### src/design/assert_macros.svh
// Assertion helpers included by the distance unit RTL.
`ifndef ASSERT_MACROS_SVH
`define ASSERT_MACROS_SVH

// Property checked at every rising clock edge, suspended while reset is active.
`define PSP_ASSERT(lbl, clk, rst_n, prop) \
    lbl: assert property (@(posedge clk) disable iff (!rst_n) prop) \
        else $error("assertion failed");

// Same, for a property that is only meaningful once reset is released.
`define PSP_ASSERT_RUN(lbl, clk, rst_n, prop) \
    lbl: assert property (@(posedge clk) disable iff (!rst_n) prop) \
        else $error("run-time check failed");

`endif

### src/design/psp_pkg.sv
// ----------------------------------------------------------------------------
// psp_pkg
// Types and constants of the path stop point distance unit.
// ----------------------------------------------------------------------------
`timescale 1ns / 1ps

package psp_pkg;

    localparam int COORD_W = 24;
    localparam int MAG_W   = COORD_W + 1;     // |dx|, |dy| up to 2^24 - 1
    localparam int SQ_W    = 2 * MAG_W;       // dx^2 + dy^2, even width
    localparam int ROOT_W  = SQ_W / 2;
    localparam int REM_W   = ROOT_W + 1;
    localparam int CNT_W   = $clog2(ROOT_W);
    localparam int LEN_W   = 32;
    localparam int DIST_W  = 33;
    localparam int VEL_W   = 16;
    localparam int OBS_W   = 13;
    localparam int CFG_IDX_W  = 3;
    localparam int CFG_DATA_W = 16;

    localparam logic [CFG_IDX_W-1:0] CFG_LIGHT      = 3'd0;
    localparam logic [CFG_IDX_W-1:0] CFG_TEMP_EN    = 3'd1;
    localparam logic [CFG_IDX_W-1:0] CFG_OBS_IDX    = 3'd2;
    localparam logic [CFG_IDX_W-1:0] CFG_TEMP_VEL   = 3'd3;
    localparam logic [CFG_IDX_W-1:0] CFG_OBS_SPEED  = 3'd4;
    localparam logic [CFG_IDX_W-1:0] CFG_BUMPER     = 3'd5;
    localparam logic [CFG_IDX_W-1:0] CFG_OBS_MARGIN = 3'd6;

    localparam logic [1:0] KIND_NONE     = 2'd0;
    localparam logic [1:0] KIND_SIGNAL   = 2'd1;
    localparam logic [1:0] KIND_TEMP     = 2'd2;
    localparam logic [1:0] KIND_OBSTACLE = 2'd3;

    localparam logic [1:0] LIGHT_RED = 2'd0;

    typedef struct packed {
        logic signed [COORD_W-1:0] pos_x;
        logic signed [COORD_W-1:0] pos_y;
        logic                      signal_line;
        logic                      temp_line;
        logic                      last_point;
    } t_in_word;

    typedef struct packed {
        logic signed [DIST_W-1:0] stop_distance;
        logic [1:0]               stop_kind;
        logic [VEL_W-1:0]         target_velocity;
    } t_out_word;

    typedef struct packed {
        logic              done;
        logic [ROOT_W-1:0] root;
    } t_sqrt_stat;

    typedef enum logic [2:0] {
        S_IDLE,
        S_DIFF,
        S_SQX,
        S_SQY,
        S_START,
        S_ROOT,
        S_UPDATE
    } t_state;

endpackage

### src/design/psp_isqrt.sv
// ----------------------------------------------------------------------------
// psp_isqrt
// Iterative integer square root, rounded down, one root bit per cycle.
// ----------------------------------------------------------------------------
`timescale 1ns / 1ps

module psp_isqrt import psp_pkg::*; (
    input  logic            i_clk,
    input  logic            i_rst_n,
    input  logic            i_start,
    input  logic [SQ_W-1:0] i_radicand,
    output t_sqrt_stat      o_stat
);

    logic [SQ_W-1:0]   r_rad,  n_rad;
    logic [REM_W-1:0]  r_rem,  n_rem;
    logic [ROOT_W-1:0] r_root, n_root;
    logic [CNT_W-1:0]  r_cnt,  n_cnt;
    logic              r_busy, n_busy;
    logic              r_done, n_done;

    logic [REM_W+1:0]  cur;
    logic [REM_W+1:0]  trial;

    always_comb begin
        cur    = {r_rem, r_rad[SQ_W-1 -: 2]};
        trial  = (REM_W + 2)'({r_root, 2'b01});
        n_rad  = r_rad;
        n_rem  = r_rem;
        n_root = r_root;
        n_cnt  = r_cnt;
        n_busy = r_busy;
        n_done = 1'b0;
        if (i_start) begin
            n_rad  = i_radicand;
            n_rem  = '0;
            n_root = '0;
            n_cnt  = CNT_W'(ROOT_W - 1);
            n_busy = 1'b1;
        end else if (r_busy) begin
            n_rad = {r_rad[SQ_W-3:0], 2'b00};
            if (cur >= trial) begin
                n_rem  = REM_W'(cur - trial);
                n_root = {r_root[ROOT_W-2:0], 1'b1};
            end else begin
                n_rem  = REM_W'(cur);
                n_root = {r_root[ROOT_W-2:0], 1'b0};
            end
            if (r_cnt == '0) begin
                n_busy = 1'b0;
                n_done = 1'b1;
            end else begin
                n_cnt = r_cnt - 1'b1;
            end
        end
    end

    always_ff @(posedge i_clk) begin
        if (!i_rst_n) begin
            r_busy <= 1'b0;
            r_done <= 1'b0;
        end else begin
            r_busy <= n_busy;
            r_done <= n_done;
        end
    end

    always_ff @(posedge i_clk) begin
        r_rad  <= n_rad;
        r_rem  <= n_rem;
        r_root <= n_root;
        r_cnt  <= n_cnt;
    end

    assign o_stat.done = r_done;
    assign o_stat.root = r_root;

endmodule

### src/design/path_stop_point_distance_unit.sv
// ----------------------------------------------------------------------------
// path_stop_point_distance_unit
// Sums segment lengths of a path and reports the distance to its stop point.
// ----------------------------------------------------------------------------
//  channel   direction  handshake                 word
//  in        input      i_in_valid / o_in_stall   t_in_word  (one waypoint)
//  out       output     o_out_valid / i_out_stall t_out_word (one per path)
//  cfg       input      i_cfg_we                  i_cfg_idx, i_cfg_data
//
//  A waypoint holds the input off while it passes through its steps:
//  difference, two squaring steps on the shared multiplier, a root start,
//  the root iterations, a done step and an update.
//  A path's first waypoint skips the arithmetic. Reset is synchronous, active
//  low, and gives the register reset values and an empty path. A stalled
//  result waits in the output register; the next waypoint is still taken and
//  only the following last waypoint waits in the update step.
// ----------------------------------------------------------------------------
`timescale 1ns / 1ps
`include "assert_macros.svh"

module path_stop_point_distance_unit import psp_pkg::*; #(
    parameter int MAX_POINTS = 4096
) (
    input  logic                  i_clk,
    input  logic                  i_rst_n,
    input  logic                  i_in_valid,
    output logic                  o_in_stall,
    input  t_in_word              i_in_word,
    output logic                  o_out_valid,
    input  logic                  i_out_stall,
    output t_out_word             o_out_word,
    input  logic                  i_cfg_we,
    input  logic [CFG_IDX_W-1:0]  i_cfg_idx,
    input  logic [CFG_DATA_W-1:0] i_cfg_data
);

    localparam int IDX_W = $clog2(MAX_POINTS + 1);
    localparam int CMP_W = (IDX_W > OBS_W - 1) ? IDX_W : OBS_W - 1;
    localparam int OFF_W = VEL_W + 1;

    // configuration
    logic [1:0]       r_light;
    logic             r_temp_en;
    logic [OBS_W-1:0] r_obs_idx;
    logic [VEL_W-1:0] r_temp_vel;
    logic [VEL_W-1:0] r_obs_speed;
    logic [VEL_W-1:0] r_bumper;
    logic [VEL_W-1:0] r_margin;

    // path state
    t_state                   r_state, n_state;
    t_in_word                 r_word;
    logic signed [COORD_W-1:0] r_prev_x, r_prev_y;
    logic [LEN_W-1:0]         r_len;
    logic [IDX_W-1:0]         r_point_idx;
    logic                     r_match;
    logic signed [DIST_W-1:0] r_held_dist;
    logic [1:0]               r_held_kind;
    logic [VEL_W-1:0]         r_held_vel;
    logic [MAG_W-1:0]         r_mag_x, r_mag_y;
    logic [SQ_W-1:0]          r_sq;
    logic                     r_out_valid;
    t_out_word                r_out_word;

    logic                     in_accept;
    logic                     sq_start;
    t_sqrt_stat               sq_stat;
    logic                     upd_go;
    logic                     res_load;
    logic signed [MAG_W-1:0]  dx, dy;
    logic [MAG_W-1:0]         mul_op;
    logic [SQ_W-1:0]          prod;
    logic [LEN_W:0]           len_sum;
    logic [LEN_W-1:0]         new_len;
    logic                     obs_hit;
    logic [1:0]               hit_kind;
    logic [OFF_W-1:0]         hit_off;
    logic [VEL_W-1:0]         hit_vel;
    logic [LEN_W+1:0]         hit_diff;
    logic signed [DIST_W-1:0] hit_dist;
    logic signed [DIST_W-1:0] fin_dist;
    logic [1:0]               fin_kind;
    logic [VEL_W-1:0]         fin_vel;

    assign in_accept  = i_in_valid && !o_in_stall;
    assign o_in_stall = (r_state != S_IDLE);

    psp_isqrt u_isqrt (
        .i_clk      (i_clk),
        .i_rst_n    (i_rst_n),
        .i_start    (sq_start),
        .i_radicand (r_sq),
        .o_stat     (sq_stat)
    );

    // segment arithmetic
    always_comb begin
        dx      = MAG_W'(r_word.pos_x) - MAG_W'(r_prev_x);
        dy      = MAG_W'(r_word.pos_y) - MAG_W'(r_prev_y);
        mul_op  = (r_state == S_SQX) ? r_mag_x : r_mag_y;
        prod    = SQ_W'(mul_op) * SQ_W'(mul_op);
        len_sum = (LEN_W + 1)'(r_len) + (LEN_W + 1)'(sq_stat.root);
        new_len = len_sum[LEN_W] ? '1 : len_sum[LEN_W-1:0];
    end

    // stop rules, priority signal, temporary, obstacle
    always_comb begin
        obs_hit = !r_obs_idx[OBS_W-1] && (r_obs_idx != '0)
                  && (r_point_idx != IDX_W'(MAX_POINTS))
                  && (CMP_W'(r_obs_idx[OBS_W-2:0]) == CMP_W'(r_point_idx));
        hit_kind = KIND_NONE;
        hit_off  = OFF_W'(r_bumper);
        hit_vel  = '0;
        if (r_word.signal_line && r_light == LIGHT_RED) begin
            hit_kind = KIND_SIGNAL;
        end else if (r_word.temp_line && r_temp_en) begin
            hit_kind = KIND_TEMP;
            hit_vel  = r_temp_vel;
        end else if (obs_hit) begin
            hit_kind = KIND_OBSTACLE;
            hit_off  = OFF_W'(r_bumper) + OFF_W'(r_margin);
            hit_vel  = r_obs_speed;
        end
        hit_diff = (LEN_W + 2)'(new_len) - (LEN_W + 2)'(hit_off);
        hit_dist = hit_diff[LEN_W+1] ? '0 : hit_diff[DIST_W-1:0];

        fin_dist = r_held_dist;
        fin_kind = r_held_kind;
        fin_vel  = r_held_vel;
        if (r_point_idx != '0 && !r_match && hit_kind != KIND_NONE) begin
            fin_dist = hit_dist;
            fin_kind = hit_kind;
            fin_vel  = hit_vel;
        end
    end

    // a last waypoint waits while the previous result is still held
    assign upd_go   = !r_word.last_point || !r_out_valid || !i_out_stall;
    assign res_load = (r_state == S_UPDATE) && upd_go && r_word.last_point;

    always_comb begin
        n_state  = r_state;
        sq_start = 1'b0;
        unique case (r_state)
            S_IDLE: begin
                if (in_accept) begin
                    n_state = (r_point_idx == '0) ? S_UPDATE : S_DIFF;
                end
            end
            S_DIFF:  n_state = S_SQX;
            S_SQX:   n_state = S_SQY;
            S_SQY:   n_state = S_START;
            S_START: begin
                sq_start = 1'b1;
                n_state  = S_ROOT;
            end
            S_ROOT: begin
                if (sq_stat.done) begin
                    n_state = S_UPDATE;
                end
            end
            S_UPDATE: begin
                if (upd_go) begin
                    n_state = S_IDLE;
                end
            end
            default: n_state = S_IDLE;
        endcase
    end

    always_ff @(posedge i_clk) begin
        if (!i_rst_n) begin
            r_state <= S_IDLE;
        end else begin
            r_state <= n_state;
        end
    end

    // configuration writes
    always_ff @(posedge i_clk) begin
        if (!i_rst_n) begin
            r_light     <= 2'd1;
            r_temp_en   <= 1'b0;
            r_obs_idx   <= '1;
            r_temp_vel  <= '0;
            r_obs_speed <= '0;
            r_bumper    <= VEL_W'(4550);
            r_margin    <= VEL_W'(4000);
        end else if (i_cfg_we) begin
            unique case (i_cfg_idx)
                CFG_LIGHT:      r_light     <= i_cfg_data[1:0];
                CFG_TEMP_EN:    r_temp_en   <= i_cfg_data[0];
                CFG_OBS_IDX:    r_obs_idx   <= i_cfg_data[OBS_W-1:0];
                CFG_TEMP_VEL:   r_temp_vel  <= i_cfg_data;
                CFG_OBS_SPEED:  r_obs_speed <= i_cfg_data;
                CFG_BUMPER:     r_bumper    <= i_cfg_data;
                CFG_OBS_MARGIN: r_margin    <= i_cfg_data;
                default: ;
            endcase
        end
    end

    // datapath scratch registers
    always_ff @(posedge i_clk) begin
        if (in_accept) begin
            r_word <= i_in_word;
        end
        if (r_state == S_DIFF) begin
            r_mag_x <= dx[MAG_W-1] ? MAG_W'(-dx) : MAG_W'(dx);
            r_mag_y <= dy[MAG_W-1] ? MAG_W'(-dy) : MAG_W'(dy);
        end
        if (r_state == S_SQX) begin
            r_sq <= prod;
        end else if (r_state == S_SQY) begin
            r_sq <= r_sq + prod;
        end
        if (res_load) begin
            r_out_word.stop_distance   <= fin_dist;
            r_out_word.stop_kind       <= fin_kind;
            r_out_word.target_velocity <= fin_vel;
        end
    end

    // path state and output valid
    always_ff @(posedge i_clk) begin
        if (!i_rst_n) begin
            r_prev_x    <= '0;
            r_prev_y    <= '0;
            r_len       <= '0;
            r_point_idx <= '0;
            r_match     <= 1'b0;
            r_held_dist <= '1;
            r_held_kind <= KIND_NONE;
            r_held_vel  <= '0;
            r_out_valid <= 1'b0;
        end else begin
            // a new result may replace one taken at the same edge
            if (res_load) begin
                r_out_valid <= 1'b1;
            end else if (r_out_valid && !i_out_stall) begin
                r_out_valid <= 1'b0;
            end
            if (r_state == S_UPDATE && upd_go) begin
                if (r_word.last_point) begin
                    r_prev_x    <= '0;
                    r_prev_y    <= '0;
                    r_len       <= '0;
                    r_point_idx <= '0;
                    r_match     <= 1'b0;
                    r_held_dist <= '1;
                    r_held_kind <= KIND_NONE;
                    r_held_vel  <= '0;
                end else begin
                    r_prev_x <= r_word.pos_x;
                    r_prev_y <= r_word.pos_y;
                    if (r_point_idx != '0) begin
                        r_len <= new_len;
                        if (!r_match && hit_kind != KIND_NONE) begin
                            r_match <= 1'b1;
                        end
                    end
                    if (r_point_idx != IDX_W'(MAX_POINTS)) begin
                        r_point_idx <= r_point_idx + 1'b1;
                    end
                    r_held_dist <= fin_dist;
                    r_held_kind <= fin_kind;
                    r_held_vel  <= fin_vel;
                end
            end
        end
    end

    assign o_out_valid = r_out_valid;
    assign o_out_word  = r_out_word;

    `PSP_ASSERT(a_root_done_in_wait, i_clk, i_rst_n, sq_stat.done |-> r_state == S_ROOT)
    `PSP_ASSERT(a_result_from_last, i_clk, i_rst_n, $rose(r_out_valid) |-> $past(res_load))
    `PSP_ASSERT_RUN(a_held_none, i_clk, i_rst_n, !r_match |-> r_held_kind == KIND_NONE && &r_held_dist)
    `PSP_ASSERT_RUN(a_held_kind, i_clk, i_rst_n, r_match |-> r_held_kind != KIND_NONE && r_held_dist >= 0)

endmodule

### config.mk
export PLATFORM = sky130hd
export DESIGN_NAME = path_stop_point_distance_unit
export DESIGN_NICKNAME = d
export VERILOG_FILES = /design/src/design/psp_pkg.sv /design/src/design/psp_isqrt.sv /design/src/design/path_stop_point_distance_unit.sv
export VERILOG_INCLUDE_DIRS = /design/src /design/src/design
export SDC_FILE = /design/constraint.sdc
export NUM_CORES = 2
export LEC_CHECK = 0
export BUFFER_PORTS_ARGS = -buffer_cell sky130_fd_sc_hd__buf_2
export CORE_MARGIN = 2
export CORE_UTILIZATION = 30
export CTS_CLUSTER_DIAMETER = 100
export DETAILED_ROUTE_END_ITERATION = 7
export GPL_ROUTABILITY_DRIVEN = 1
export HOLD_SLACK_MARGIN = 0.05
export PLACE_DENSITY_LB_ADDON = 0.2
export SYNTH_ARGS = -nofsm -noshare
export SYNTH_HDL_FRONTEND = slang
export SYNTH_HIERARCHICAL = 1
export SYNTH_SLANG_ARGS = --single-unit
### constraint.sdc
create_clock -name i_clk -period 23.7 [get_ports i_clk]
set_input_delay 1.185 -clock i_clk [delete_from_list [all_inputs] [get_ports i_clk]]
set_output_delay 1.185 -clock i_clk [all_outputs]
set_load 0.01 [all_outputs]
### Word level (Yosys, flattened, before mapping)

Index checks and enable logic that the tools add are counted.

* add/subtract/negate cells: 11
* $mul: 1
* order comparisons: 1
* equality and inequality tests: 17
* muxes and demuxes: 47
* bitwise logic cells: 3
* reductions and logical operators: 48

Operator list (number)
* $mux 50: 4
* $mux 33: 3
* $mux 24: 4
* $mux 32: 3
* $mux 16: 5
* $mux 17: 3
* $add 50x50->50: 1
* $mul 25x25->50: 1
* $neg 25->25: 2
* $sub 24x24->25: 2
* $add 32x25->33: 1
* $sub 32x17->33: 1
* $ge 28x27->1: 1
* $mux 13: 2
* $mux 26: 1
* $reduce_bool 13->1: 2
* $sub 26x26->26: 1
* $mux 25: 1
* $pmux 3 s7: 1
* $reduce_and 2->1: 10
* $eq 3x3->1 const B: 6
* $add 16x16->17: 1
* $reduce_bool 2->1: 7
* $add 13x1->13 const B: 1
* 21 further kinds: 64

* bits in registers: 539
* input port bits: 75
* output and inout bits: 53
* word-level logic and storage cells: 164

### Logic depth before layout (Yosys ltp)

* word-level depth: 12
* gate-level depth with buffers: 47
* gate-level depth less buffers: 42

### By module

The synthesis kept the hierarchy.

By module, submodules not included
* path_stop_point_distance_unit: times used 1, cells an instance 4889, area an instance 43505.5 um2, seq. area each 10650.2 um2
* psp_isqrt: times used 1, cells an instance 580, area an instance 5943.2 um2, seq. area each 2662.6 um2

### Worst setup path after synthesis

No wires, ideal clock.

* kind: flip-flop to flip-flop
* start point: register r_state[2]
* end point: register r_sq[49], data pin
* setup time: 0.268 ns
* arrival: 12.220 ns
* required time: 23.432 ns
* slack: 11.212 ns
* stages on the path, launching flop included: 46
* buffers on the path: 6
* period minus slack after synthesis: 12.488 ns
* path through: dfxtp_1 -> clkbuf_1 -> nor2b_1 -> nand2b_1 -> clkbuf_1 -> clkbuf_1 -> mux2i_1 -> clkbuf_1 -> nor2_1 -> inv_1 -> fa_1 -> inv_1 -> fa_1 -> inv_1 -> fa_1 -> fa_1 -> fa_1 -> inv_1 -> [10 not listed] -> o211ai_1 -> a31oi_1 -> a221oi_1 -> o21bai_1 -> xor2_1 -> ha_1 -> clkbuf_1 -> a21o_1 -> a21oi_1 -> nor2b_1 -> o21ai_0 -> nand2b_1 -> a21oi_1 -> o21ai_0 -> a31oi_1 -> xor2_1 -> nor2_1 -> xnor3_1

* longest elaborated chain between the ends: 6

RTL lines
* start, declared: RTL line path_stop_point_distance_unit.sv:51 `t_state r_state, n_state;`
* start signal, assigned: RTL line path_stop_point_distance_unit.sv:175 `r_state <= n_state;`
* $eq 3x2->1 *: RTL line path_stop_point_distance_unit.sv:100, path_stop_point_distance_unit.sv:212
* $mux 25: RTL line path_stop_point_distance_unit.sv:100 `mul_op = (r_state == S_SQX) ? r_mag_x : r_mag_y;`
* $mul 25x25->50: RTL line path_stop_point_distance_unit.sv:101 `prod = SQ_W'(mul_op) * SQ_W'(mul_op);`
* $add 50x50->50: RTL line path_stop_point_distance_unit.sv:215 `r_sq <= r_sq + prod;`
* $mux 50: RTL line path_stop_point_distance_unit.sv:214 `end else if (r_state == S_SQY) begin`
* $mux 50 *: RTL line path_stop_point_distance_unit.sv:212 `if (r_state == S_SQX) begin`
* end signal, assigned: RTL line path_stop_point_distance_unit.sv:213 `r_sq <= prod;`
* end signal, assigned: RTL line path_stop_point_distance_unit.sv:215
* end, declared: RTL line path_stop_point_distance_unit.sv:61 `logic [SQ_W-1:0] r_sq;`

Every way passes the cells marked *; elsewhere a longest branch is shown, timed or not. The select of a mux whose other input is x is not followed.
A chain may end at the register's enable or synchronous reset.

### Worst setup path after layout

* start point: register r_state[1]
* end point: register r_sq[46], data pin

The elaborated chain is that of the path after synthesis.

==> impl_metrics.csv <==
group,metric,value,unit
finish,utilization_after_layout,33.57,%
critical_path,cp_common_cell,"sky130_fd_sc_hd__fa_1",
die,pin_count,128,
timing,fin_crit,13.00,ns
clock_network,number_of_sinks_handled_by_clock_tree_synthesis,539,
timing,number_of_endpoints_failing_setup_at_the_final_stage,0,
critical_path,cpMaxStageDelayCell,"sky130_fd_sc_hd__clkinv_1",
global_route,initial_antenna_violation_count,14,
drt,antenna_left,0,
clock_network,post_cts_buffers,0,
synth,syn-mean-instance-area,9.042,um2
synth,synth_simple_gate_area_share,14.25,%
drt,detail_route.vias_per_cell,4.857,
critical_path,cp-end-kind,"register",
clock_network,worst_skew_late_latency,0.66,ns
finish,mostFrequentLayoutCell,"sky130_fd_sc_hd__inv_1",
synth,yosys.area_share.adder,28.63,%
synth,synth_compound_area_share,15.08,%
synth,netlist.area_leader.share,19.27,%
synth,synth.area.mux_share,2.467,%
finish,fillerInstances,16930,
timing,clock-skew-final,0.03980,ns
timing,report.final.hold_viol_count,0,
global_route,grt.total_usage,16.40,%
critical_path,crit_path_start_kind,"register",
clock_network,master_cell_of_the_clock_root_buffer,"sky130_fd_sc_hd__clkbuf_16",
timing,rsz_0062_raised_after_global_routing,"no",
global_route,met3_usage,2.414,%
critical_path,crit_required,24.08,ns
synth,synth_top_family_by_area,"adder cells",
clock_network,hold_buffers,0,
placed_design,hpwl,105.1,mm
global_route,gr-max-usage-layer,"met2",
timing,fin_tns_setup,0,ns
drt,drt-pass1-iter-count,5,
synth,synth_xor_xnor_area_share,4.562,%
clock_network,cts.htree.levels,3,
placed_design,numPortBuffers,127,
clock_network,cts_repair_resize_count,0,
clock_network,cts_inserted_buffers,67,
finish,layout_common_cells,"sky130_fd_sc_hd__inv_1 (834), sky130_fd_sc_hd__nand2_1 (613), sky130_fd_sc_hd__fa_1 (476)",
die,die_height,410.0,um
critical_path,worst-endpoint-arrival,13.38,ns
synth,netlist-cell-type-count,97,
synth,synth.ff_latch_count,539,
drt,vias,37592,
finish,drive_gt1_share,7.446,%
critical_path,worstSetupPathType,"register to register",
die,design.die.area,168100,um2
synth,synth_async_sr_flop_share,0,%
clock_network,clock_tree.buffer_depth,3,
synth,seq_area_frac_synth,26.92,%
timing,clock.fmax,76.94,MHz
timing,min_period_over_period,54.84,%
drt,post-route-drc-count,0,
synth,synth_top_area_cell,"sky130_fd_sc_hd__fa_1",
critical_path,slowest_delay,0.92,ns
clock_network,cts_tree,"yes",
global_route,grt_first_pass_wirelength,218.0,mm
worst_hold_path,number_of_cells_traversed_by_the_worst_hold_path,1,
timing,maxSlewHeadroom,22.89,%
critical_path,reg2regPathDepth,37,
critical_path,timing.critical_path.fanout_max,53,
finish,final_net_count,6427,
global_route,grtUsageMet1,22.29,%
status,run_status,"completed",
die,start_util,30.31,%
die,die_w,410.0,um
placed_design,gp_routability_congestion,0.8776,
timing,worst_slew_pin_slew,1.157,ns
worst_hold_path,min-delay-path-class,"register to register",
synth,synth_top_flop_cell,"sky130_fd_sc_hd__dfxtp_1",
drt,drt-wirelength-per-cell,17.94,um
global_route,vias_in_the_first_global_route,38153,
synth,ys_top_cells_by_area,"sky130_fd_sc_hd__fa_1 (19%), sky130_fd_sc_hd__edfxtp_1 (15%), sky130_fd_sc_hd__dfxtp_1 (12%), sky130_fd_sc_hd__ha_1 (9.4%), sky130_fd_sc_hd__inv_1 (6.3%)",
timing,timing_max_transition_violations_final,0,
die,std_cell_rows,148,
synth,syn_area,49450,um2
flow_run,max-cap-violations,0,
clock_network,clk_pin_slew_worst_setup_hold_paths,0.06,ns
synth,ys.warnings.count,6,
finish,flow.area_growth_from_synthesis,10.74,%
synth,synth_nets,6390,
die,coreArea,163100,um2
global_route,grt_max_degree,86,
global_route,global_route.usage.met2,26.67,%
drt,drt_iter0_drc,2163,
global_route,gr-total-overflow,0,
synth,synth-edff-count,252,
synth,synth_cells,5469,
drt,route.final.wire_length,138.9,mm
worst paths after layout:
check / end / startpoint / slack (ns)
worst max-delay path: r_sq[46] / r_state[1] / 10.70
worst max register to register: r_sq[46] / r_state[1] / 10.70
worst min-delay path: r_held_dist[32] / r_held_dist[32] / 0.45
worst min register to register: r_held_dist[32] / r_held_dist[32] / 0.45
flip-flops by register name, indices dropped and copies added (netlist names), 26 cells and up:
signal,count
r_len,32
o_out_word,51
r_word,51
u_isqrt/r_rad,50
r_held_dist,33
u_isqrt/r_rem,26
r_sq,50
logic make-up (layout without fill, tap and decap cells):
kind of cell | count (synthesis) | after routing
AOI/OAI and AO/OA | 1125 | 1125
xor gates and xnor gates | 256 | 256
adders and majority gates | 846 | 846
buffers and inverters | 1052 | 1143
DFF | 539 | 539
muxes | 115 | 115
other | 0 | 4
and+or+nand+nor | 1536 | 1536
cells in the mapped netlist, types with 46 or more instances:
master / instances
sky130_fd_sc_hd__inv_1: 836
sky130_fd_sc_hd__nand2_1: 615
sky130_fd_sc_hd__fa_1: 476
sky130_fd_sc_hd__nor2_1: 374
sky130_fd_sc_hd__ha_1: 370
sky130_fd_sc_hd__dfxtp_1: 287
sky130_fd_sc_hd__edfxtp_1: 252
sky130_fd_sc_hd__a21oi_1: 227
sky130_fd_sc_hd__o21ai_0: 216
sky130_fd_sc_hd__clkbuf_1: 173
sky130_fd_sc_hd__xnor2_1: 164
sky130_fd_sc_hd__a21o_1: 123
sky130_fd_sc_hd__nor2b_1: 123
sky130_fd_sc_hd__nand3_1: 112
sky130_fd_sc_hd__a22oi_1: 103
sky130_fd_sc_hd__xor2_1: 91
sky130_fd_sc_hd__a21boi_0: 71
sky130_fd_sc_hd__nor3_1: 62
sky130_fd_sc_hd__mux2i_1: 60
sky130_fd_sc_hd__mux2_2: 55
sky130_fd_sc_hd__o21a_1: 47
sky130_fd_sc_hd__o21ai_1: 46
critical path, delay by kind of cell (launching register included):
kind	cells	cell delay, ns
muxes	2	0.76
adders and majority gates	9	4.23
DFF	1	0.53
AOI/OAI and AO/OA	8	2.81
and+or+nand+nor	9	1.85
xor gates and xnor gates	1	0.25
buffers and inverters	8	2.28
per-layer routing:
layer	part of all wire [%]	vias to the layer above
li1	-	18319
met1	46	18384
met2	46	707
met3	4.5	170
met4	3.0	12
met5	0.063	-
layout make-up:
cell class | count | area (um2) | share of cell area (%)
diodes | 4 | 10.01 | 0.01828
clock buffers | 86 | 1818 | 3.320
clock inverters | 37 | 484.2 | 0.8842
inverters | 845 | 3172 | 5.792
multi-input cells | 3878 | 32240 | 58.88
flip-flops and latches | 539 | 13310 | 24.31
well taps | 2175 | 2721 | 4.969
repair buffers | 175 | 998.5 | 1.823
metrics by stage:
step	worst slack [ns]	cells	hold WS, ns	area (um2)
final	10.70	7739	0.4494	54760
after global routing	9.825	7738	0.4879	54760
after CTS	10.64	7735	0.4482	54750
after detailed placement	10.66	7612	0.4356	52450
after global placement	10.92	7612	0.4309	52450
after floorplan	11.21	5469	0.4181	49450
Power is not shown: default switching activity piles up to over one toggle a cycle in this logic, so the estimate is an artifact.
